--- src/grid_mirror_flip_defines.svh ---
// Assertion macros shared by the grid mirror flip block.
`ifndef GRID_MIRROR_FLIP_DEFINES_SVH
`define GRID_MIRROR_FLIP_DEFINES_SVH

// Same-cycle implication, sampled on clk, off during reset.
`define GMF_ASSERT(lbl, ante, cons, msg) \
  lbl: assert property (@(posedge clk) disable iff (!rst_n) (ante) |-> (cons)) \
    else $error(msg);

// Next-cycle implication, sampled on clk, off during reset.
`define GMF_ASSERT_NEXT(lbl, ante, cons, msg) \
  lbl: assert property (@(posedge clk) disable iff (!rst_n) (ante) |=> (cons)) \
    else $error(msg);

`endif

--- src/gmf_pkg.sv ---
// Package for the grid mirror flip block: widths, codes, command and config types.
package gmf_pkg;

  localparam int unsigned MAX_CELLS_DEF = 65536;
  localparam int unsigned Q_DEPTH       = 4;
  localparam int          DIM_W         = 17;
  localparam int          CNT_W         = 16;
  localparam int          VAL_W         = 64;
  localparam int          IDX_W         = 3;

  typedef enum logic [IDX_W-1:0] {
    REG_NI          = 3'd0,
    REG_NJ          = 3'd1,
    REG_AXIS        = 3'd2,
    REG_FLIP        = 3'd3,
    REG_I_NEG       = 3'd4,
    REG_J_POS       = 3'd5,
    REG_FIRST_COORD = 3'd6,
    REG_LAST_COORD  = 3'd7
  } reg_idx_t;

  typedef enum logic [1:0] {
    STAT_OK       = 2'd0,
    STAT_OVERLOAD = 2'd1,
    STAT_EARLY    = 2'd2
  } status_t;

  typedef enum logic [1:0] {
    OP_WRITE = 2'd0,
    OP_READ  = 2'd1,
    OP_ERROR = 2'd2
  } op_t;

  typedef struct packed {
    op_t     op;
    logic    last;
    status_t status;
  } cmd_t;

  typedef struct packed {
    logic [DIM_W-1:0] ni;
    logic [DIM_W-1:0] nj;
    logic             axis_select;
    logic             flip_enable;
    logic             i_negative_flag;
    logic             j_positive_flag;
    logic [VAL_W-1:0] first_coord;
    logic [VAL_W-1:0] last_coord;
  } cfg_t;

endpackage

--- src/gmf_front.sv ---
// Front part: accepts items, tracks load and drain progress, issues memory commands.
module gmf_front import gmf_pkg::*; #(
  parameter int AW = 16,
  parameter int CW = 17
) (
  input  logic             clk,
  input  logic             rst_n,
  input  logic             in_valid,
  output logic             in_stall,
  input  logic             in_req_type,
  input  logic [VAL_W-1:0] in_grid_value,
  input  cfg_t             cfg,
  input  logic [CW-1:0]    cells_clip,
  input  logic             cells_ok,
  input  logic             geom_clr,
  input  logic             q_full,
  output logic             push,
  output cmd_t             push_cmd,
  output logic [AW-1:0]    push_addr,
  output logic [VAL_W-1:0] push_data
);

  logic [CW-1:0]    load_count_r, load_count_nxt;
  logic             load_error_r, load_error_nxt;
  logic [CNT_W-1:0] row_r, row_nxt;
  logic [CNT_W-1:0] col_r, col_nxt;
  logic [AW-1:0]    fwd_base_r, fwd_base_nxt;
  logic [AW-1:0]    rev_base_r, rev_base_nxt;

  logic [AW-1:0] ni_a;
  logic [AW-1:0] col_a;
  logic [AW-1:0] rev_cur;
  logic [AW-1:0] col_off;
  logic [AW-1:0] base;
  logic          x_flip;
  logic          y_flip;
  logic          is_last;
  logic          row_end;
  logic          full_load;

  assign in_stall  = q_full;
  assign push      = in_valid && !q_full;
  assign push_data = in_grid_value;

  assign x_flip    = cfg.flip_enable && !cfg.axis_select;
  assign y_flip    = cfg.flip_enable && cfg.axis_select;
  assign ni_a      = AW'(cfg.ni);
  assign col_a     = AW'(col_r);
  // Base of the mirrored row: first row starts at cells - ni, then steps back by ni.
  assign rev_cur   = (row_r == '0) ? (AW'(cells_clip) - ni_a) : rev_base_r;
  assign col_off   = x_flip ? (ni_a - AW'(1) - col_a) : col_a;
  assign base      = y_flip ? rev_cur : fwd_base_r;
  assign is_last   = ({1'b0, row_r} == (cfg.nj - DIM_W'(1)))
                  && ({1'b0, col_r} == (cfg.ni - DIM_W'(1)));
  assign row_end   = (({1'b0, col_r} + DIM_W'(1)) >= cfg.ni);
  assign full_load = (load_count_r >= cells_clip);

  always_comb begin
    load_count_nxt  = load_count_r;
    load_error_nxt  = load_error_r;
    row_nxt         = row_r;
    col_nxt         = col_r;
    fwd_base_nxt    = fwd_base_r;
    rev_base_nxt    = rev_base_r;
    push_cmd.op     = OP_ERROR;
    push_cmd.last   = 1'b0;
    push_cmd.status = STAT_OK;
    push_addr       = load_count_r[AW-1:0];

    if (!in_req_type) begin
      if (full_load) begin
        push_cmd.status = STAT_OVERLOAD;
        if (push) begin
          load_error_nxt = 1'b1;
        end
      end else begin
        push_cmd.op = OP_WRITE;
        if (push) begin
          load_count_nxt = load_count_r + CW'(1);
        end
      end
    end else if (load_error_r) begin
      push_cmd.status = STAT_OVERLOAD;
      if (push) begin
        load_count_nxt = '0;
        load_error_nxt = 1'b0;
        row_nxt        = '0;
        col_nxt        = '0;
        fwd_base_nxt   = '0;
      end
    end else if (!cells_ok || !full_load) begin
      push_cmd.status = STAT_EARLY;
    end else begin
      push_cmd.op   = OP_READ;
      push_cmd.last = is_last;
      push_addr     = base + col_off;
      if (push) begin
        if (is_last) begin
          load_count_nxt = '0;
          row_nxt        = '0;
          col_nxt        = '0;
          fwd_base_nxt   = '0;
        end else if (row_end) begin
          col_nxt      = '0;
          row_nxt      = row_r + CNT_W'(1);
          fwd_base_nxt = fwd_base_r + ni_a;
          rev_base_nxt = rev_cur - ni_a;
        end else begin
          col_nxt = col_r + CNT_W'(1);
        end
      end
    end

    if (geom_clr) begin
      load_count_nxt = '0;
      load_error_nxt = 1'b0;
      row_nxt        = '0;
      col_nxt        = '0;
      fwd_base_nxt   = '0;
    end
  end

  always_ff @(posedge clk) begin
    if (!rst_n) begin
      load_count_r <= '0;
      load_error_r <= 1'b0;
      row_r        <= '0;
      col_r        <= '0;
      fwd_base_r   <= '0;
    end else begin
      load_count_r <= load_count_nxt;
      load_error_r <= load_error_nxt;
      row_r        <= row_nxt;
      col_r        <= col_nxt;
      fwd_base_r   <= fwd_base_nxt;
    end
  end

  always_ff @(posedge clk) begin
    rev_base_r <= rev_base_nxt;
  end

endmodule

--- config.mk ---
export PLATFORM = sky130hd
export DESIGN_NAME = gmf_front
export DESIGN_NICKNAME = d
export VERILOG_FILES = /design/src/grid_mirror_flip_defines.svh /design/src/gmf_pkg.sv /design/src/gmf_front.sv
export SDC_FILE = /design/constraint.sdc
export NUM_CORES = 1
export LEC_CHECK = 0
export BUFFER_PORTS_ARGS = -buffer_cell sky130_fd_sc_hd__buf_4
export CAP_MARGIN = 20
export CORE_ASPECT_RATIO = 1.4
export CORE_MARGIN = 5
export CORE_UTILIZATION = 48
export CTS_BUF_LIST = sky130_fd_sc_hd__clkbuf_8
export DETAILED_ROUTE_END_ITERATION = 10
export GPL_TIMING_DRIVEN = 0
export PLACE_DENSITY = 0.8
export SLEW_MARGIN = 20
export SYNTH_ARGS = -nofsm -noshare
export SYNTH_HDL_FRONTEND = slang
export SYNTH_SLANG_ARGS = --single-unit
--- constraint.sdc ---
create_clock -name clk -period 5.7 [get_ports clk]
set_input_delay 1.14 -clock clk [delete_from_list [all_inputs] [get_ports clk]]
set_output_delay 1.14 -clock clk [all_outputs]
set_load 0.02 [all_outputs]
# Word-level counts from Yosys, hierarchy flattened
# Index checks and enable logic that the tools add are counted.
[word_totals]
reg_bits = 82
input_bits = 254
output_inout_bits = 87
wordCells = 95
[classes]
n_addsub = 12
magnitude_cmp = 2
eq_ne = 7
mux = 44
bitwise = 4
n_reduce_logical = 20
[op_table]
columns = ["cell", "n"]
rows = [
  ["$mux W16", 22],
  ["$mux W17", 8],
  ["$sub A16 B16 Y16", 3],
  ["$eq A16 B17 Y1", 2],
  ["$ge A17 B17 Y1", 2],
  ["$sub A17 B1 Y17 const B", 2],
  ["$add A16 B1 Y16 const B", 2],
  ["$add A16 B16 Y16", 2],
  ["$add A16 B1 Y17 const B", 1],
  ["$add A17 B1 Y17 const B", 1],
  ["$logic_not A16 Y1", 1],
  ["$sub A16 B1 Y16 const B", 1],
  ["$reduce_and A6 Y1", 2],
  ["$mux W2", 5],
  ["$mux W1", 7],
  ["$mux W3", 2],
  ["$ne A2 B2 Y1 const B", 3],
  ["$reduce_bool A2 Y1", 3],
  ["$reduce_and A5 Y1", 1],
  ["$logic_and A1 B1 Y1", 4],
  ["$logic_not A1 Y1", 4],
  ["$not A1 Y1", 4],
  ["$reduce_and A4 Y1", 1],
  ["$ne A3 B1 Y1 const B", 1],
  ["5 further kinds", 5],
]

# Longest topological paths before layout
# Gate-level depths: netlist of run 1.
[depth]
word_depth = 8
ltp_mapped = 23
depth_no_buf = 23

# Least setup slack after synthesis of run 1
# Ideal clock, no wire load.
[synth_timing]
path_kind = "input -> output"
from = "input port cfg[149] (netlist name)"
to = "output port push_addr[15]"
arrival_ps = 5051
required_time_ps = 4560
slack_ps = -491
path_stages = 21
n_path_buf = 0
cell_sequence = "ha_1 -> inv_1 -> fa_1 -> nor2b_1 -> o21ai_0 -> a21oi_1 -> o21ai_0 -> a21boi_0 -> o21ai_0 -> a21boi_0 -> o31ai_1 -> a2111oi_0 -> nor3_1 -> o31ai_1 -> ha_1 -> a21oi_1 -> a31oi_1 -> xor2_1 -> xnor2_1 -> xnor2_1 -> o21ai_0"
[synth_via]
elab_chain_len = 7
word_cells_on_any_way = 10
classes_between = "add/sub: 4; mux: 6"
[synth_rtl]
columns = ["element", "line", "text"]
rows = [
  ["start: declaration", "gmf_front.sv:12", "input cfg_t cfg,"],
  ["$sub A16 B1 Y16 / $sub A16 B16 Y16 (equally long branches)", "gmf_front.sv:51, gmf_front.sv:50", ""],
  ["$sub A16 B16 Y16 / $mux W16 (equally long branches)", "gmf_front.sv:51, gmf_front.sv:50", ""],
  ["$mux W16 (on tied branches)", "gmf_front.sv:51, gmf_front.sv:52", ""],
  ["$add A16 B16 Y16 *", "gmf_front.sv:96", "push_addr = base + col_off;"],
  ["$mux W16 *", "gmf_front.sv:91", "end else if (!cells_ok || !full_load) begin"],
  ["$mux W16 *", "gmf_front.sv:82", "end else if (load_error_r) begin"],
  ["$mux W16 *", "gmf_front.sv:70", "if (!in_req_type) begin"],
  ["end: declaration", "gmf_front.sv:19", "output logic [AW-1:0] push_addr,"],
]
# Mark *: on every way between the ends. The rest lies on a longest branch, timed or not.

# Final worst setup path of run 1
[layout_timing]
from = "input port cfg[150] (netlist name)"
to = "output port push_addr[15]"
# The elaborated chain is that of the path after synthesis.

==> impl_metrics.csv, run 1 <==
group,metric,value,unit
setup_path,cp-start-kind,"input port",
route,totalWireLength,33600,um
setup_path,endpoint_kind,"output port",
yosys,yosysSeqAreaShare,18.0,%
setup_path,cp_top_family,"compound AO/OA/AOI/OAI gates",
setup_path,critical_path_class,"input port to output port",
timing,setup_violations,6,
yosys,ys_warn_count,0,
clock_tree,htree_levels,3,
floorplan,io_pins,341,
yosys,syn_area,10000,sq um
cells_and_area,synthToLayoutAreaGrowth,25.0,%
cells_and_area,diodes,0,
clock_tree,clkSlewWorstSetupHoldPaths,70,ps
route,postRouteAntennaNets,0,
yosys,synth_flop_cell,"dfxtp_1",
cells_and_area,drive_gt1_share,27.0,%
cells_and_area,fin_cells,1775,
clock_tree,cts_tree,"yes",
floorplan,core_area,20600,sq um
floorplan,dieArea,23900,sq um
timing,relSlewSlack,37.0,%
yosys,synth_edf_count,16,
place,dp_hpwl,26300,um
global_route,overflow,0,
floorplan,initial_core_util,48.8,%
timing,period_share,109,%
timing,tns,-1830,ps
cells_and_area,mostFrequentLayoutCell,"buf_4",
status,status,"complete, but fails checks",
yosys,synth_cells,1318,
route,drt_iter0_drc,827,
global_route,grt_max_degree,23,
timing,slew_viol_final,0,
setup_path,critPathMaxStageDelay,290,ps
setup_path,path_max_fanout,7,
pwr,leakage,5.34,nW
floorplan,die_h,181,um
route,post_drt_wl_per_cell,18.9,um
timing,timing.final.ws_setup,-494,ps
route,num_vias,10500,
global_route,grt_usage,26.1,%
status,violations,"negative setup slack",
clock_tree,clk_path_buf_depth,2,
cells_and_area,final_cell_mix,"241 x buf_4, 109 x nor2_1, 103 x ha_1, 98 x nand2_1, 96 x xnor2_1",
yosys,syn_nets,1692,
place,gp_congestion,0.945,
floorplan,rows,62,
clock_tree,cts_root_buf,"clkbuf_8",
worst_hold_path,worst_hold_path_type,"flip-flop to flip-flop",
global_route,grt_pass1_wl,51600,um
clock_tree,cts_made_buffers,9,
setup_path,crit_path_cell_trace,"buf_12 -> clkinvlp_4 -> buf_4 -> ha_1 -> nand2b_1 -> a21oi_4 -> o2111ai_2 -> nand3_2 -> a31o_2 -> a21oi_2 -> xnor2_1 -> mux2_2 -> mux2_4 -> ha_4 -> or2_2 -> a21oi_2 -> a31oi_2 -> xor2_1 -> xnor2_1 -> xnor2_1 -> o21ai_2 -> buf_6",
setup_path,cp_num_buf_inv,4,
job,maxCapViolations,0,
yosys,synth-seq-cells,82,
yosys,async_reset_ff_share,0,%
timing,hold_violations,0,
setup_path,critPathArrivalTime,5050,ps
pwr,p_per_area,145,nW/um^2
floorplan,die_x,132,um
pwr,p_total,1.81,mW
global_route,grt_pass1_vias,10400,
route,drt_pass1_iterations,6,
timing,finClkSkew,34.0,ps
timing,holdWs,516,ps
place,dp.cells,1715,
timing,rsz0062_at_grt,"yes",
cells_and_area,nNetsFinal,1888,
timing,fmax,161,MHz
route,drc_errors,0,
clock_tree,clk_latency,410,ps
timing,period_minus_slack,6190,ps
clock_tree,cts.sinks,82,
setup_path,crit_slowest_cell,"mux2_4",
pwr,peakVddDrop,109,uV
route,drt-vias-per-instance,5.90,
setup_path,crit_top_cell,"xnor2_1",
clock_tree,holdBufCountCts,0,
cells_and_area,final_util,61.0,%
place,portBuffers,141,
yosys,ys_types,69,
timing,worst_slew_pin_slew,935,ps
setup_path,required,4560,ps
yosys,postSynthAreaPerCell,7.61,sq um
global_route,antenna_found_initial,0,
==> cell usage after synthesis, types with 35 or more instances <==
cell        n  share of area [%]
xor2_1     45                3.9
buf_4      66                4.9
nor2_1    111                4.2
nand3_1    41                2.0
xnor2_1    97                8.5
ha_1      115                 14
o21ai_0    88                4.4
nor3_1     51                2.5
a21oi_1    64                3.2
clkbuf_1   35                1.3
inv_1     101                3.8
dfxtp_1    66                 13
nand2_1   100                3.7
==> report_power, final <==
part / internal [mW] / total (mW) / leakage, nW / switching [mW]
Sequential: 0.607 / 0.607 / 0.675 / 0.000276
Clock: 0.176 / 0.450 / 0.0980 / 0.274
Combinational: 0.351 / 0.755 / 4.57 / 0.403
==> final timing paths <==
path	startpoint	to	slack [ps]	cells after the start
max	cfg[150]	push_addr[15]	-490	22
min reg2reg	col_a[10]	col_a[10]	520	2
min	col_a[10]	col_a[10]	520	2
max reg2reg	col_a[1]	fwd_base_r[3]	370	19
==> worst register-to-register path: cells and delay by family, from the launching register on <==
kind | cells | cell delay, ps
DFF | 1 | 530
AOI/OAI and AO/OA | 3 | 830
and+or+nand+nor | 10 | 2270
adders and majority gates | 2 | 620
xor gates and xnor gates | 1 | 120
buffers and inverters | 3 | 910
==> final cells by class <==
class / instances / area, sq um
fillers: 1792 / 8020
multi-input cells: 1021 / 7670
flip-flops and latches: 82 / 1800
repair buffers: 185 / 1440
plain buffers: 113 / 716
inverters: 102 / 395
well taps: 256 / 320
clock buffers: 10 / 138
clock inverters: 6 / 46.3
==> stage by stage <==
step | instance area (sq um) | worst slack, ps
2_1_floorplan | 10100 | -56.7
3_5_place_dp | 11500 | -926
5_1_grt | 12500 | -631
6_report | 12500 | -494
3_3_place_gp | 11500 | -859
4_1_cts | 12200 | -524
==> layer usage <==
| layer | vias up | share of wire, % | GRT usage, % |
|---|---|---|---|
| met4 | 0 | 6.4 | 14.8 |
| met3 | 125 | 7.5 | 4.84 |
| met1 | 4835 | 37 | 28.8 |
| met2 | 505 | 49 | 46.6 |
| met5 | - | 0 | 0 |
| li1 | 5000 | - | - |
==> kinds of logic after synthesis <==
| kind of cell | Yosys count | synth area share, % |
|---|---|---|
| and+or+nand+nor | 436 | 21.5 |
| AOI/OAI and AO/OA | 301 | 19.4 |
| buffers and inverters | 215 | 10.9 |
| xor gates and xnor gates | 142 | 12.4 |
| adders and majority gates | 120 | 15.4 |
| DFF | 82 | 18.0 |
| muxes | 22 | 2.55 |
==> timing repair <==
item / 4_1_cts / 5_1_grt
pin swaps: 45 / 40
setup endpoints to repair: 14 / 19
resized for setup: 78 / 62
setup buffers: 32 / 12
==> flip-flops by register name, summed over array words and instances (netlist names) <==
register      count
load_count_r     17
col_a            16
fwd_base_r       16
rev_base_r       16
row_r            16
load_error_r      1
Note: power is estimated with default switching activity, not from simulation.
==> run 2, diff against run 1 <==
--- a/config.mk
+++ b/config.mk
@@ -5,15 +5,16 @@
 export SDC_FILE = /design/constraint.sdc
 export NUM_CORES = 1
 export LEC_CHECK = 0
+export ABC_AREA = 1
 export BUFFER_PORTS_ARGS = -buffer_cell sky130_fd_sc_hd__buf_4
 export CAP_MARGIN = 20
 export CORE_ASPECT_RATIO = 1.4
 export CORE_MARGIN = 5
-export CORE_UTILIZATION = 48
+export CORE_UTILIZATION = 50
 export CTS_BUF_LIST = sky130_fd_sc_hd__clkbuf_8
 export DETAILED_ROUTE_END_ITERATION = 10
 export GPL_TIMING_DRIVEN = 0
-export PLACE_DENSITY = 0.8
+export PLACE_DENSITY = 0.81
 export SLEW_MARGIN = 20
 export SYNTH_ARGS = -nofsm -noshare
 export SYNTH_HDL_FRONTEND = slang
==> run 2 against run 1 <==
Compared with the run above:
- the run now ends clean
- highest routed layer unchanged
- critical endpoint is now push_addr[12]
- clock skew down 18 ps
- design area up 12%
- worst setup slack better by 500 ps
- largest power group unchanged
==> impl_metrics.csv, run 2 <==
group,metric,value,unit
timing,period_share,99.8,%
timing,finClkSkew,15.7,ps
cells_and_area,final_cell_mix,"435 x nand2_1, 225 x buf_4, 216 x inv_1, 189 x nor2_1, 149 x a21oi_1",
floorplan,io_pins,341,
cells_and_area,mostFrequentLayoutCell,"nand2_1",
timing,fmax,176,MHz
setup_path,cp-start-kind,"flip-flop",
yosys,synth-seq-cells,82,
cells_and_area,fill_cells,2253,
setup_path,endpoint_kind,"output port",
timing,hold_violations,0,
clock_tree,holdBufCountCts,0,
yosys,syn_nets,2261,
setup_path,path_max_fanout,8,
yosys,synth_top_area_cell,"nand2_1",
floorplan,die_h,191,um
timing,slew_viol_final,0,
floorplan,dieArea,26700,sq um
cells_and_area,largest_reg_flops,17,
pwr,leakage,6.49,nW
setup_path,cp_top_family,"compound AO/OA/AOI/OAI gates",
timing,worst_slew_pin_slew,820,ps
clock_tree,htree_levels,3,
floorplan,rows,66,
route,postRouteAntennaNets,0,
setup_path,cp_num_buf_inv,4,
status,status,"finished, final reports clean",
place,dp_hpwl,36200,um
global_route,grt_max_degree,17,
pwr,peakVddDrop,130,uV
route,post_drt_wl_per_cell,18.8,um
cells_and_area,nNetsFinal,2436,
place,portBuffers,146,
cells_and_area,drive_gt1_share,18.2,%
route,drt_iter0_drc,847,
yosys,syn_area,11800,sq um
clock_tree,clk_path_buf_depth,2,
setup_path,critPathMaxStageDelay,460,ps
place,place_area,13200,sq um
clock_tree,clk_latency,420,ps
yosys,ys_types,55,
yosys,synth_cells,1887,
setup_path,crit_path_cell_trace,"inv_1 -> ha_1 -> nand4_1 -> nor4_1 -> nand2_2 -> inv_1 -> o21ai_0 -> o21ai_0 -> ha_1 -> inv_1 -> fa_1 -> o41ai_2 -> nand3_1 -> nand2_1 -> xor2_1 -> o21ai_1 -> buf_4",
yosys,postSynthAreaPerCell,6.23,sq um
setup_path,critical_path_class,"flip-flop to output port",
yosys,async_reset_ff_share,0,%
place,dp.cells,2339,
global_route,antenna_found_initial,0,
cells_and_area,postLayoutCellArea,14000,sq um
timing,period_minus_slack,5690,ps
yosys,yosys-top-cells-area,"nand2_1 14%, ha_1 12%, dfxtp_1 11%, inv_1 7.2%, a21oi_1 6.9%",
route,drt_pass1_iterations,6,
cells_and_area,fin_cells,2373,
job,maxCapViolations,0,
setup_path,worstSetupPathDepth,17,
setup_path,critPathArrivalTime,4550,ps
setup_path,rr_worst_depth,18,
cells_and_area,diodes,0,
yosys,yosysSeqAreaShare,15.3,%
floorplan,initial_core_util,50.6,%
clock_tree,cts_root_buf,"clkbuf_8",
floorplan,core_area,23200,sq um
setup_path,crit_top_cell,"inv_1",
global_route,overflow,0,
place,gp_congestion,1.02,
cells_and_area,synthToLayoutAreaGrowth,19.3,%
route,drc_errors,0,
yosys,synth_commonest_cells,"442 x nand2_1, 224 x inv_1, 190 x nor2_1",
cells_and_area,top_register,"load_count_r",
clock_tree,clkSlewWorstSetupHoldPaths,110,ps
global_route,grt_usage,32.1,%
setup_path,required,4560,ps
pwr,p_per_area,143,nW/um^2
yosys,synth_edf_count,16,
yosys,ys_warn_count,0,
global_route,grt_pass1_wl,67800,um
global_route,grt_pass1_vias,13000,
route,drt-vias-per-instance,5.69,
yosys,synth.most_common_cell,"nand2_1",
clock_tree,cts_tree,"yes",
route,num_vias,13500,
worst_hold_path,hold_path_depth,2,
route,totalWireLength,44700,um
floorplan,die_x,140,um
yosys,synth_flop_cell,"dfxtp_1",
setup_path,crit_slowest_cell,"fa_1",
timing,rsz0062_at_grt,"yes",
yosys,yosysTopAreaCellShare,14.1,%
clock_tree,cts.sinks,82,
timing,setup_violations,0,
worst_hold_path,worst_hold_path_type,"flip-flop to flip-flop",
timing,relSlewSlack,45.3,%
clock_tree,cts_made_buffers,9,
==> run 2: cell count changes after synthesis, sizes merged, moves of 57 or more <==
cell,change
xnor2,-57
nand2,+347
nor2,+91
nand4,+63
inv,+126
a21oi,+99
nand3,+80
==> run 2: worst reg2reg max path, delay by kind of cell (launching register included) <==
kind            cells  cell delay (ps)
flops               1              570
compound gates      4             1000
simple gates        9             1920
buf+inv             2              550
xor+xnor            1              310
fa+ha+maj           2              600
==> run 2: cell families after synthesis <==
| group | count (synthesis) | synth area share, % |
|---|---|---|
| and+or+nand+nor | 925 | 35.3 |
| buffers and inverters | 344 | 13.6 |
| AOI/OAI and AO/OA | 292 | 13.4 |
| xor gates and xnor gates | 124 | 9.24 |
| adders and majority gates | 120 | 13.1 |
| DFF | 82 | 15.3 |
==> run 2: path summary, 6_finish.rpt <==
| kind | start | endpoint | slack [ps] |
|---|---|---|---|
| hold reg to reg | fwd_base_r[0] | fwd_base_r[0] | 510 |
| hold / removal | fwd_base_r[0] | fwd_base_r[0] | 510 |
| setup reg to reg | col_a[1] | rev_base_r[1] | 350 |
| setup / recovery | row_r[0] | push_addr[12] | 10 |
==> run 2: per-layer routing <==
layer,wire length [um],vias to the layer above,GRT usage [%],share of wire (%)
li1,-,6543,-,-
met1,15600,6012,33.3,35
met2,21300,729,56.8,48
met3,3670,208,5.83,8.2
met4,4100,0,25.0,9.2
met5,0,-,0,0
==> run 2: through the flow <==
step	setup slack (ps)	total power, mW	util (%)	hold slack (ps)	setup TNS, ps
detailed placement	-686	1.36	57.0	486	-3310
global route	-102	2.11	60.4	534	-264
global placement	-682	1.35	57.0	475	-3520
finish	9.85	2.01	60.4	507	0
CTS	4.43	1.96	59.0	502	0
floorplan	180	1.13	-	456	0
==> run 2: cell type report <==
type                    instances  area [sq um]  share of cell area (%)
plain buffers                 113           732                    5.22
inverters                     231           890                    6.34
repair buffers                164          1260                    8.97
clock inverters                 7           130                   0.928
flip-flops and latches         82          1800                    12.8
multi-input cells            1461          8700                    62.1
well taps                     306           383                    2.73
clock buffers                   9           124                   0.883
==> run 2: what timing repair did <==
item                       4_1_cts  5_1_grt
pin swaps                        6       13
setup buffers                    8       10
resized for setup               41       62
setup endpoints to repair       10       23
==> run 2: power by group <==
group	switching, mW	leakage, nW	internal (mW)	total (mW)
Combinational	0.495	5.68	0.332	0.827
Sequential	0.000241	0.675	0.607	0.607
Clock	0.275	0.128	0.300	0.575
