--- config.mk ---
export PLATFORM = sky130hd
export DESIGN_NAME = gmf_fifo
export DESIGN_NICKNAME = d
export VERILOG_FILES = /design/src/grid_mirror_flip_defines.svh /design/src/gmf_pkg.sv /design/src/gmf_fifo.sv
export SDC_FILE = /design/constraint.sdc
export NUM_CORES = 1
export LEC_CHECK = 0
export ABC_AREA = 1
export BUFFER_PORTS_ARGS = -buffer_cell sky130_fd_sc_hd__buf_2
export CAP_MARGIN = 20
export CELL_PAD_IN_SITES_DETAIL_PLACEMENT = 1
export CELL_PAD_IN_SITES_GLOBAL_PLACEMENT = 1
export CORE_MARGIN = 3
export CORE_UTILIZATION = 45
export CTS_CLUSTER_SIZE = 30
export DETAILED_ROUTE_END_ITERATION = 8
export PLACE_DENSITY_LB_ADDON = 0.08
export SYNTH_ARGS = -nofsm -noshare
export SYNTH_HDL_FRONTEND = slang
export SYNTH_SLANG_ARGS = --single-unit
--- constraint.sdc ---
create_clock -name clk -period 3 [get_ports clk]
set_clock_uncertainty 0.1 [all_clocks]
set_input_delay 0.45 -clock clk [delete_from_list [all_inputs] [get_ports clk]]
set_output_delay 0.45 -clock clk [all_outputs]
set_load 0.03 [all_outputs]
--- src/grid_mirror_flip_defines.svh ---
// Assertion macros shared by the grid mirror flip block.
`ifndef GRID_MIRROR_FLIP_DEFINES_SVH
`define GRID_MIRROR_FLIP_DEFINES_SVH

// Same-cycle implication, sampled on clk, off during reset.
`define GMF_ASSERT(lbl, ante, cons, msg) \
  lbl: assert property (@(posedge clk) disable iff (!rst_n) (ante) |-> (cons)) \
    else $error(msg);

// Next-cycle implication, sampled on clk, off during reset.
`define GMF_ASSERT_NEXT(lbl, ante, cons, msg) \
  lbl: assert property (@(posedge clk) disable iff (!rst_n) (ante) |=> (cons)) \
    else $error(msg);

`endif

--- src/gmf_pkg.sv ---
// Package for the grid mirror flip block: widths, codes, command and config types.
package gmf_pkg;

  localparam int unsigned MAX_CELLS_DEF = 65536;
  localparam int unsigned Q_DEPTH       = 4;
  localparam int          DIM_W         = 17;
  localparam int          CNT_W         = 16;
  localparam int          VAL_W         = 64;
  localparam int          IDX_W         = 3;

  typedef enum logic [IDX_W-1:0] {
    REG_NI          = 3'd0,
    REG_NJ          = 3'd1,
    REG_AXIS        = 3'd2,
    REG_FLIP        = 3'd3,
    REG_I_NEG       = 3'd4,
    REG_J_POS       = 3'd5,
    REG_FIRST_COORD = 3'd6,
    REG_LAST_COORD  = 3'd7
  } reg_idx_t;

  typedef enum logic [1:0] {
    STAT_OK       = 2'd0,
    STAT_OVERLOAD = 2'd1,
    STAT_EARLY    = 2'd2
  } status_t;

  typedef enum logic [1:0] {
    OP_WRITE = 2'd0,
    OP_READ  = 2'd1,
    OP_ERROR = 2'd2
  } op_t;

  typedef struct packed {
    op_t     op;
    logic    last;
    status_t status;
  } cmd_t;

  typedef struct packed {
    logic [DIM_W-1:0] ni;
    logic [DIM_W-1:0] nj;
    logic             axis_select;
    logic             flip_enable;
    logic             i_negative_flag;
    logic             j_positive_flag;
    logic [VAL_W-1:0] first_coord;
    logic [VAL_W-1:0] last_coord;
  } cfg_t;

endpackage

--- src/gmf_fifo.sv ---
// Small command queue between the front and back parts.
module gmf_fifo import gmf_pkg::*; #(
  parameter int W     = 8,
  parameter int DEPTH = Q_DEPTH
) (
  input  logic         clk,
  input  logic         rst_n,
  input  logic         wr_en,
  input  logic [W-1:0] wr_data,
  output logic         full,
  input  logic         rd_en,
  output logic [W-1:0] rd_data,
  output logic         empty
);

  localparam int PW = (DEPTH > 1) ? $clog2(DEPTH) : 1;
  localparam int CW = $clog2(DEPTH + 1);

  logic [W-1:0]  slot_r [DEPTH];
  logic [PW-1:0] wr_ptr_r, wr_ptr_nxt;
  logic [PW-1:0] rd_ptr_r, rd_ptr_nxt;
  logic [CW-1:0] count_r, count_nxt;

  assign full    = (count_r == CW'(DEPTH));
  assign empty   = (count_r == '0);
  assign rd_data = slot_r[rd_ptr_r];

  always_comb begin
    wr_ptr_nxt = wr_ptr_r;
    rd_ptr_nxt = rd_ptr_r;
    count_nxt  = count_r;
    if (wr_en) begin
      wr_ptr_nxt = (wr_ptr_r == PW'(DEPTH - 1)) ? '0 : wr_ptr_r + PW'(1);
    end
    if (rd_en) begin
      rd_ptr_nxt = (rd_ptr_r == PW'(DEPTH - 1)) ? '0 : rd_ptr_r + PW'(1);
    end
    if (wr_en && !rd_en) begin
      count_nxt = count_r + CW'(1);
    end else if (rd_en && !wr_en) begin
      count_nxt = count_r - CW'(1);
    end
  end

  always_ff @(posedge clk) begin
    if (!rst_n) begin
      wr_ptr_r <= '0;
      rd_ptr_r <= '0;
      count_r  <= '0;
    end else begin
      wr_ptr_r <= wr_ptr_nxt;
      rd_ptr_r <= rd_ptr_nxt;
      count_r  <= count_nxt;
    end
  end

  always_ff @(posedge clk) begin
    if (wr_en) begin
      slot_r[wr_ptr_r] <= wr_data;
    end
  end

endmodule

# ---- Word level (Yosys, flattened, before mapping)
# Memories as Yosys holds them, arrays and structs flattened. A register that Yosys moved wholly into a read port is not among the register bits.
# Index checks and enable logic that the tools add are counted.
dict set report word_totals {
  register_bits 7
  ramBits 32
  out_inout_bits 10
  memories 1
}
# name depth word_bits read_ports rd_clocked_by_memory_dff write_ports line
set mem_list {}
lappend mem_list {slot_r 4 8 1 1 1 gmf_fifo.sv:19} ;# logic [W-1:0] slot_r [DEPTH];
dict set report op_classes {
  addsub 4
  eq_ne 3
  n_mux 8
  n_reduce_logical 6
}
# op n
set ops {}
lappend ops {{$mux 2} 4}
lappend ops {{$mux 3} 2}
lappend ops {{$add 2x1->2 const B} 2}
lappend ops {{$eq 2x2->1 const B} 2}
lappend ops {{$add 3x1->3 const B} 1}
lappend ops {{$eq 3x3->1 const B} 1}
lappend ops {{$logic_not 3->1} 1}
lappend ops {{$sub 3x1->3 const B} 1}
lappend ops {{$logic_and 1x1->1} 2}
lappend ops {{$logic_not 1->1} 2}
lappend ops {{$mux 1} 2}
lappend ops {{$reduce_bool 2->1} 1}

# ---- Depth between registers and ports, before layout
# Gate-level depths: netlist of the first run.
dict set report logic_depth {
  ltp_word 4
  mapped_depth 10
  mapped_depth_nobuf 10
}

# ---- Worst setup path after synthesis of the first run
# No wires, ideal clock.
dict set report synth_path {
  path_kind {reg2out}
  startpoint {register with a tool-made name}
  endpoint {output port rd_data[1]}
  t_arrival_ns 1.133
  required_time_ns 2.450
  setup_slack_ns 1.317
  stages_incl_launch_ff 5
  path_buffers 1
  path_cell_list {dfxtp_1 inv_2 buf_6 nor2_1 o22ai_1}
}
# element line
set synth_lines {}
lappend synth_lines {{to (decl)} gmf_fifo.sv:12} ;# output logic [W-1:0] rd_data,

==> results.sh, run 1 <==
export IMPL_status="completed"
export IMPL_clk_pin_slew_ns=0.07
export IMPL_initial_core_util_pct=47.98
export IMPL_synth_seq_cells=41
export IMPL_coreArea_um2=3442
export IMPL_maxCapViolations=0
export IMPL_intPower_mw=0.9683
export IMPL_clk_latency_ns=0.29
export IMPL_area_delta_synth_final_pct=15.53
export IMPL_clockBufferDepth=2
export IMPL_cp_max_fo=17
export IMPL_ys_seq_area_share_pct=69.09
export IMPL_grt_pass1_wl_mm=5.133
export IMPL_synth_warnings=0
export IMPL_overflow=0
export IMPL_r2r_setup_slack_ns=1.59
export IMPL_min_delay_start="wr_data[0]"
export IMPL_port_buffers=21
export IMPL_rows=21
export IMPL_arrival_ns=1.75
export IMPL_cts_tree="yes"
export IMPL_synthArstFlopShare_pct=0
export IMPL_die_area_um2=4433
export IMPL_sequentialPowerShare_pct=52.1
export IMPL_worst_pin_slew_ns=0.5489
export IMPL_via_per_inst=5.038
export IMPL_cts_buffers=5
export IMPL_relSlewSlack_pct=63.36
export IMPL_power_density_nw_per_um2=671.1
export IMPL_peakVddDrop_uv=302.7
export IMPL_first_pass_iters=4
export IMPL_drc_errors=0
export IMPL_worstPathRequired_ns=2.45
export IMPL_grt_start_max_net_pins=18
export IMPL_synth_distinct_cells=19
export IMPL_root_buffer="clkbuf_8"
export IMPL_drtAntennaViolNets=0
export IMPL_synth_net_count=154
export IMPL_drt_iter0_markers=45
export IMPL_period_needed_ns=2.298
export IMPL_seqCellArea_um2=1141
export IMPL_num_io_pins=22
export IMPL_worstSetupPathType="reg -> out"
export IMPL_comb_power_share_pct=13.3
export IMPL_hold_viol_final=0
export IMPL_swShare_pct=24.38
export IMPL_fmax_mhz=435.2
export IMPL_clockPowerShare_pct=34.6
export IMPL_period_share_pct=76.59
export IMPL_synth_edf_count=32
export IMPL_worstSetupStartpointType="register"
export IMPL_first_global_vias=1135
export IMPL_crit_path_end_kind="output port"
export IMPL_slew_viol_final=0
export IMPL_leakagePower_nw=0.7690
export IMPL_r2r_end="slot_r[3][4]"
export IMPL_rsz0062_at_grt="no"
export IMPL_fin_tns_setup_ns=0
export IMPL_clock_sinks=41
export IMPL_num_nets_final=180
export IMPL_syn_instance_count=135
export IMPL_hold_path_end="slot_r[3][0]"
export IMPL_synth_cell_area_um2=1652
export IMPL_vias=1048
export IMPL_fillerInstances=384
export IMPL_worstReg2RegStart="wr_ptr_r[0]"
export IMPL_ctsHoldBuffers=0
export IMPL_hpwlAfterDp_mm=2.201
export IMPL_cts_max_level=2
export IMPL_power_switching_mw=0.3122
export IMPL_hold_path_class="in -> reg"
export IMPL_ys_flop_type="edfxtp_1"
export IMPL_wire_per_inst_um=14.87
export IMPL_post_cts_buffers=0
export IMPL_whs_path_depth=1
export IMPL_rr_worst_depth=3
export IMPL_die_h_um=66.58
export IMPL_multi_input_area_um2=427.9
export IMPL_antenna_found_initial=0
export IMPL_syn_area_per_cell_um2=12.23
export IMPL_wirelength_mm=3.093
export IMPL_n_antenna_cell=0
export IMPL_fp_dieW_um=66.58
export IMPL_place_congestion=0.6634
export IMPL_track_usage_pct=16.41
export IMPL_cts_resized_gates=0
export IMPL_timing_hold_ws_ns=0.2771
export IMPL_setup_violations=0
export IMPL_drive_above_1_share_pct=20.37
==> worst max-delay path by stage <==
stage,slack (ns),to
finish,0.70,rd_data[0]
global route,0.48,rd_data[4]
CTS,0.66,rd_data[0]
detailed placement,0.96,rd_data[7]
global placement,1.10,rd_data[2]
floorplan,1.32,rd_data[1]
==> state kept, by name (all words and copies together) (netlist names), named ones only <==
| register | count |
|---|---|
| rd_ptr_r | 2 |
| wr_ptr_r | 2 |
| count_r | 3 |
| slot_r | 32 |
==> placed cells by master, fill, tap and decap left out, drive strengths merged, types with 4 or more instances in the layout <==
master,n
buf,21
nor3,4
ha,6
nand2,8
inv,16
nor2,24
edfxtp,32
o22ai,8
dfxtp,9
o21ai,19
clkbuf,7
==> layer usage <==
| layer | routed length [µm] | GRT usage, % | vias up |
|---|---|---|---|
| met2 | 1739 | 30.45 | 21 |
| met1 | 1202 | 17.11 | 499 |
| met3 | 116 | 4.722 | 5 |
| li1 | - | - | 523 |
| met5 | 0 | 0 | - |
| met4 | 34 | 6.599 | 0 |
==> cell type report <==
cell class	count	share of cell area, %
repair buffers	21	5.508
well taps	46	3.016
inverters	16	3.148
clock buffers	7	4.525
flip-flops and latches	41	59.80
multi-input cells	76	22.43
clock inverters	1	1.574
==> cells in the mapped netlist, types with 3 or more instances <==
library cell	count	area share (%)
a21oi_1	3	0.91
nand2_1	8	1.8
inv_1	15	3.4
edfxtp_1	32	58
nor3_1	4	1.2
ha_1	6	4.5
dfxtp_1	9	11
nor2_1	22	5.0
o22ai_1	8	3.0
o21ai_0	15	4.5
==> cells by family (layout without fill, tap and decap cells) <==
family | after synthesis | count (layout) | synth area share [%]
flops | 41 | 41 | 69.09
simple gates | 38 | 38 | 9.470
compound gates | 30 | 30 | 10.15
buf+inv | 18 | 45 | 4.999
fa+ha+maj | 7 | 7 | 5.758
xor+xnor | 1 | 1 | 0.5304
==> power by group through the flow <==
stage	combinational, mW	clock, mW	sequential [mW]
3_5_place_dp	0.173	0	0.680
6_report	0.170	0.443	0.667
4_1_cts	0.174	0.453	0.668
2_1_floorplan	0.125	0	0.671
5_1_grt	0.192	0.482	0.672
3_3_place_gp	0.164	0	0.678
==> worst max-delay path: stages, from the launching register on <==
cell	delay [ns]
dfxtp_1	0.67
inv_2	0.27
o21ai_0	0.25
o22ai_1	0.09
buf_2	0.18
==> per-stage QoR <==
| step | setup slack (ns) | std cells | instance area (µm²) | power [mW] | utilization, % |
|---|---|---|---|---|---|
| after detailed placement | 0.9620 | 200 | 1792 | 0.8538 | 52.05 |
| final | 0.7022 | 208 | 1908 | 1.281 | 55.43 |
| after CTS | 0.6563 | 208 | 1908 | 1.295 | 55.43 |
| after floorplan | 1.317 | 135 | 1652 | 0.7965 | - |
| after global placement | 1.097 | 200 | 1792 | 0.8426 | 52.05 |
| after global routing | 0.4823 | 208 | 1908 | 1.346 | 55.43 |
Power figures use the tool's default switching activity.
==> run 2, diff against run 1 <==
--- a/config.mk
+++ b/config.mk
@@ -5,13 +5,13 @@
 export SDC_FILE = /design/constraint.sdc
 export NUM_CORES = 1
 export LEC_CHECK = 0
-export ABC_AREA = 1
+export ABC_AREA = 0
 export BUFFER_PORTS_ARGS = -buffer_cell sky130_fd_sc_hd__buf_2
 export CAP_MARGIN = 20
 export CELL_PAD_IN_SITES_DETAIL_PLACEMENT = 1
 export CELL_PAD_IN_SITES_GLOBAL_PLACEMENT = 1
 export CORE_MARGIN = 3
-export CORE_UTILIZATION = 45
+export CORE_UTILIZATION = 43
 export CTS_CLUSTER_SIZE = 30
 export DETAILED_ROUTE_END_ITERATION = 8
 export PLACE_DENSITY_LB_ADDON = 0.08
==> constraint.sdc (replaced) <==
create_clock -name clk -period 2 [get_ports clk]
set_clock_uncertainty 0.1 [all_clocks]
set_input_delay 0.3 -clock clk [delete_from_list [all_inputs] [get_ports clk]]
set_output_delay 0.3 -clock clk [all_outputs]
set_load 0.03 [all_outputs]
==> run 2 against run 1 <==
Register-to-register slack worse by 1.2 ns. Worst setup slack lost 0.63 ns. Combinational power rose by 48%. Die area grew 2.1%. Clock power rose by 27%.
==> results.sh, run 2 <==
export IMPL_clk_latency_ns=0.29
export IMPL_crit_path_end_kind="output port"
export IMPL_num_io_pins=22
export IMPL_setup_violations=0
export IMPL_drtAntennaViolNets=0
export IMPL_worstSetupPathType="reg -> out"
export IMPL_hold_path_class="in -> reg"
export IMPL_worstSetupStartpointType="register"
export IMPL_status="completed"
export IMPL_clockBufferDepth=2
export IMPL_utilization_pct=53.72
export IMPL_ctsHoldBuffers=0
export IMPL_synth_edf_count=32
export IMPL_period_share_pct=96.28
export IMPL_rows=21
export IMPL_yosys_area_top_type_share_pct=59.49
export IMPL_multi_input_area_um2=442.9
export IMPL_leakagePower_nw=0.6817
export IMPL_period_needed_ns=1.926
export IMPL_regMostFlops="slot_r"
export IMPL_drc_errors=0
export IMPL_reg_top3="slot_r x32, count_r x3"
export IMPL_synth_cell_area_um2=1615
export IMPL_synthArstFlopShare_pct=0
export IMPL_slowest_delay_ns=0.53
export IMPL_overflow=0
export IMPL_slew_viol_final=0
export IMPL_place_congestion=0.6564
export IMPL_place_inst=152
export IMPL_grt_start_max_net_pins=14
export IMPL_worstReg2RegStart="count_r[0]"
export IMPL_die_h_um=67.29
export IMPL_seqCellArea_um2=1141
export IMPL_grt_pass1_wl_mm=4.443
export IMPL_worst_slack_ns=0.07440
export IMPL_maxCapViolations=0
export IMPL_fmax_mhz=519.3
export IMPL_cts_resized_gates=0
export IMPL_coreArea_um2=3468
export IMPL_r2r_setup_slack_ns=0.39
export IMPL_rsz0062_at_grt="no"
export IMPL_worst_pin_slew_ns=0.4443
export IMPL_first_pass_iters=4
export IMPL_synth_distinct_cells=20
export IMPL_post_place_ws_ns=0.03631
export IMPL_synth_warnings=0
export IMPL_num_nets_final=132
export IMPL_fin_tns_setup_ns=0
export IMPL_synth_commonest_cells="edfxtp_1, dfxtp_1, mux4_2, ha_1"
export IMPL_track_usage_pct=14.59
export IMPL_drive_above_1_share_pct=32.46
export IMPL_synth_area_leader_cell="edfxtp_1"
export IMPL_fp_dieW_um=67.29
export IMPL_final_cell_mix="edfxtp_1, buf_2, dfxtp_1"
export IMPL_final_cells=160
export IMPL_largest_reg_flops=32
export IMPL_area_delta_synth_final_pct=15.34
export IMPL_clock_sinks=41
export IMPL_antenna_found_initial=0
export IMPL_final_common_cell="edfxtp_1"
export IMPL_power_density_nw_per_um2=973.1
export IMPL_netlist_top_cells_area="edfxtp_1, dfxtp_1, mux4_2"
export IMPL_relSlewSlack_pct=70.38
export IMPL_peakVddDrop_uv=506.2
export IMPL_hold_viol_final=0
export IMPL_path_cells="buf_4 -> mux4_2 -> buf_2"
export IMPL_port_buffers=21
export IMPL_ys_seq_area_share_pct=70.64
export IMPL_slowest_stage="mux4_2"
export IMPL_syn_area_per_cell_um2=18.78
export IMPL_worstPathRequired_ns=1.60
export IMPL_initial_core_util_pct=46.57
export IMPL_root_buffer="clkbuf_8"
export IMPL_hpwlAfterDp_mm=1.921
export IMPL_synth_seq_cells=41
export IMPL_arrival_ns=1.53
export IMPL_die_area_um2=4528
export IMPL_clk_pin_slew_ns=0.08
export IMPL_cts_buffers=5
export IMPL_r2r_end="count_r[2]"
export IMPL_timing_hold_ws_ns=0.1116
export IMPL_vias=796
export IMPL_ys_flop_type="edfxtp_1"
export IMPL_fillerInstances=359
export IMPL_cp_endpoint="rd_data[6]"
export IMPL_wire_per_inst_um=16.63
export IMPL_via_per_inst=4.975
export IMPL_n_antenna_cell=0
export IMPL_cp_max_fo=8
export IMPL_post_cts_buffers=0
export IMPL_synth_net_count=105
export IMPL_yosysMostFrequentCell="edfxtp_1"
export IMPL_first_global_vias=915
export IMPL_syn_instance_count=86
export IMPL_drt_iter0_markers=59
export IMPL_cts_tree="yes"
export IMPL_rr_worst_depth=4
export IMPL_wirelength_mm=2.660
export IMPL_cts_max_level=2
[run 2: final cells by class]
type / instances / area share [%]
inverter: 4 / 0.8059
clock inverter: 1 / 0.4030
sequential: 41 / 61.25
multi-input combinational: 39 / 23.77
clock buffer: 7 / 4.634
tap: 46 / 3.089
timing repair buffer: 22 / 6.044
[run 2: power by group]
| part | total (mW) | switching [mW] | leakage (nW) | internal [mW] |
|---|---|---|---|---|
| combinational | 0.251 | 0.148 | 0.269 | 0.103 |
| clock | 0.563 | 0.282 | 0.0445 | 0.280 |
| sequential | 1.00 | 0.0311 | 0.368 | 0.969 |
| total | 1.81 | 0.461 | 0.682 | 1.35 |
[run 2: routing by layer]
metal / vias up / share of wire (%) / wire, µm / track usage (%)
li1: 379 / - / - / -
met2: 22 / 52 / 1372 / 23.68
met1: 390 / 41 / 1093 / 16.45
met4: 0 / 2.4 / 65 / 11.39
met3: 5 / 4.8 / 128 / 3.494
met5: - / 0 / 0 / 0
[run 2: worst max-delay path, delay by kind of cell, from the launching register on]
kind	cells	cell delay [ns]
muxes	1	0.53
buffers and inverters	2	0.39
DFF	1	0.31
[run 2: logic make-up after synthesis]
| kind of cell | share of synthesized area (%) |
|---|---|
| flip-flops | 70.64 |
| AND/OR/NAND/NOR | 5.577 |
| multiplexers | 13.63 |
| adder cells (fa/ha/maj) | 5.887 |
| buffers and inverters | 1.936 |
| AO/OA/AOI/OAI | 1.239 |
| XOR/XNOR | 1.085 |
[run 2: how the worst min path moves through the flow]
stage,startpoint,endpoint,slack (ns),depth (start not counted)
6_report,wr_data[0],slot_r[0][0],0.11,1
2_1_floorplan,wr_data[0],slot_r[0][0],0.30,0
5_1_grt,wr_data[0],slot_r[0][0],0.12,1
3_3_place_gp,count_r[2],count_r[2],0.39,2
3_5_place_dp,count_r[2],count_r[2],0.40,2
4_1_cts,wr_data[0],slot_r[3][0],0.11,1
[run 2: through the flow]
stage                     instance area (µm²)  total power [mW]
after global routing                     1863             1.891
after CTS                                1863             1.828
after global placement                   1769             1.262
final                                    1863             1.813
after floorplan                          1615             1.193
after detailed placement                 1769             1.277
==> run 3, diff against run 2 <==
==> constraint.sdc (replaced) <==
create_clock -name clk -period 2 [get_ports clk]
set_clock_uncertainty 0.1 [all_clocks]
set_input_delay 0.2 -clock clk [delete_from_list [all_inputs] [get_ports clk]]
set_output_delay 0.2 -clock clk [all_outputs]
set_load 0.03 [all_outputs]
==> run 3 against run 2 <==
Critical path depth did not move. Global-route usage fell by 0.056 points. Combinational power barely moved. Sequential share of layout area fell by 0.41 points. Clock power rose by 14%. Maximum frequency rose by 5.6%. Via count rose by 0.25%. Worst setup slack improved by 0.10 ns. Count of clock-buffer cells in the layout fell by 1.
==> results.sh, run 3 (same netlist as run 2, synthesis figures left out) <==
export IMPL_worstSetupPathType="reg -> out"
export IMPL_hold_path_end="slot_r[0][0]"
export IMPL_finish_instance_area_um2=1876
export IMPL_worstSetupStartpointType="register"
export IMPL_cts_buffers=5
export IMPL_maxCapViolations=0
export IMPL_cts_max_level=2
export IMPL_setup_violations=0
export IMPL_clk_pin_slew_ns=0.08
export IMPL_path_cells="buf_4 -> mux4_2 -> buf_2"
export IMPL_power_density_nw_per_um2=1010
export IMPL_num_nets_final=132
export IMPL_whs_path_depth=1
export IMPL_hold_viol_final=0
export IMPL_r2r_end="count_r[2]"
export IMPL_post_cts_buffers=0
export IMPL_drt_iter0_markers=76
export IMPL_n_antenna_cell=0
export IMPL_wirelength_mm=2.670
export IMPL_rr_worst_depth=4
export IMPL_fmax_mhz=548.2
export IMPL_slew_viol_final=0
export IMPL_grt_start_max_net_pins=13
export IMPL_wl_met3_um=142
export IMPL_die_h_um=67.29
export IMPL_first_pass_iters=4
export IMPL_relSlewSlack_pct=69.58
export IMPL_worstReg2RegStart="count_r[0]"
export IMPL_num_io_pins=22
export IMPL_r2r_setup_slack_ns=0.37
export IMPL_drtAntennaViolNets=0
export IMPL_arrival_ns=1.52
export IMPL_wl_met1_mm=1.059
export IMPL_vias=798
export IMPL_initial_core_util_pct=46.57
export IMPL_drc_errors=0
export IMPL_root_buffer="clkbuf_8"
export IMPL_cp_max_fo=8
export IMPL_clock_sinks=41
export IMPL_wl_met2_mm=1.408
export IMPL_reg_top3="slot_r x32, count_r x3"
export IMPL_first_global_vias=898
export IMPL_leakagePower_nw=0.6900
export IMPL_cts_resized_gates=0
export IMPL_grt_pass1_wl_mm=4.471
export IMPL_min_delay_start="wr_data[0]"
export IMPL_fp_dieW_um=67.29
export IMPL_via_per_inst=4.988
export IMPL_coreArea_um2=3468
export IMPL_die_area_um2=4528
export IMPL_final_common_cell="edfxtp_1"
export IMPL_drive_above_1_share_pct=31.58
export IMPL_cts_tree="yes"
export IMPL_slowest_stage="mux4_2"
export IMPL_fin_tns_setup_ns=0
export IMPL_period_needed_ns=1.824
export IMPL_regMostFlops="slot_r"
export IMPL_rsz0062_at_grt="no"
export IMPL_largest_reg_flops=32
export IMPL_peakVddDrop_uv=528.1
export IMPL_rows=21
export IMPL_hpwlAfterDp_mm=1.909
export IMPL_timing_hold_ws_ns=0.02423
export IMPL_fillerInstances=365
export IMPL_place_area_um2=1769
export IMPL_clk_latency_ns=0.29
export IMPL_slowest_delay_ns=0.53
export IMPL_worstPathRequired_ns=1.70
export IMPL_track_usage_pct=14.53
export IMPL_hold_path_class="in -> reg"
export IMPL_period_share_pct=91.22
export IMPL_port_buffers=21
export IMPL_final_cell_mix="edfxtp_1, buf_2, dfxtp_1"
export IMPL_area_delta_synth_final_pct=16.11
export IMPL_status="completed"
export IMPL_worst_pin_slew_ns=0.4563
export IMPL_crit_path_end_kind="output port"
export IMPL_clockBufferDepth=2
export IMPL_antenna_found_initial=0
export IMPL_overflow=0
export IMPL_ctsHoldBuffers=0
export IMPL_total_power_mw=1.894
export IMPL_place_congestion=0.6566
export IMPL_wire_per_inst_um=16.69
export IMPL_highest_layer="met4"
run 3: changes by cell type in the layout (fill, tap and decap cells not counted), sizes merged:
cell	before	now
clkbuf	7	6
clkinvlp	1	0
bufinv	0	1
clkinv	0	1
run 3: report_power, final:
| group | switching [mW] | internal [mW] |
|---|---|---|
| registers | 0.0302 | 0.969 |
| logic | 0.150 | 0.103 |
| clock network | 0.274 | 0.368 |
run 3: worst max-delay path by stage:
stage	slack, ns	endpoint	startpoint
6_report	0.18	rd_data[6]	register
4_1_cts	0.14	rd_data[6]	register
5_1_grt	0.09	rd_data[2]	register
3_3_place_gp	0.27	count_r[2]	rd_en
2_1_floorplan	0.44	count_r[2]	rd_en
3_5_place_dp	0.15	count_r[2]	rd_en
run 3: critical path: cells and delay by family (launching register included):
family	cells	cell delay, ns
mux	1	0.53
flops	1	0.32
buf+inv	2	0.39
run 3: cell type report:
cell class	instances	area (µm²)	area share, %
repair buffers	22	112.6	6.004
clock inverters	2	33.78	1.801
well taps	46	57.56	3.069
flip-flops and latches	41	1141	60.84
inverters	4	15.01	0.8005
clock buffers	6	72.57	3.869
multi-input cells	39	442.9	23.62
run 3: metrics by stage:
stage          setup slack [ns]  util [%]  cells
2_1_floorplan            0.4373         -     86
3_3_place_gp             0.2748     51.01    152
3_5_place_dp             0.1525     51.01    152
4_1_cts                  0.1386     54.08    160
5_1_grt                 0.09436     54.08    160
6_report                 0.1757     54.08    160
run 3: per-layer routing:
metal | up-vias | global-route usage, %
li1 | 378 | -
met1 | 392 | 16.17
met2 | 22 | 24.17
met3 | 6 | 5.491
met4 | 0 | 7.595
met5 | - | 0
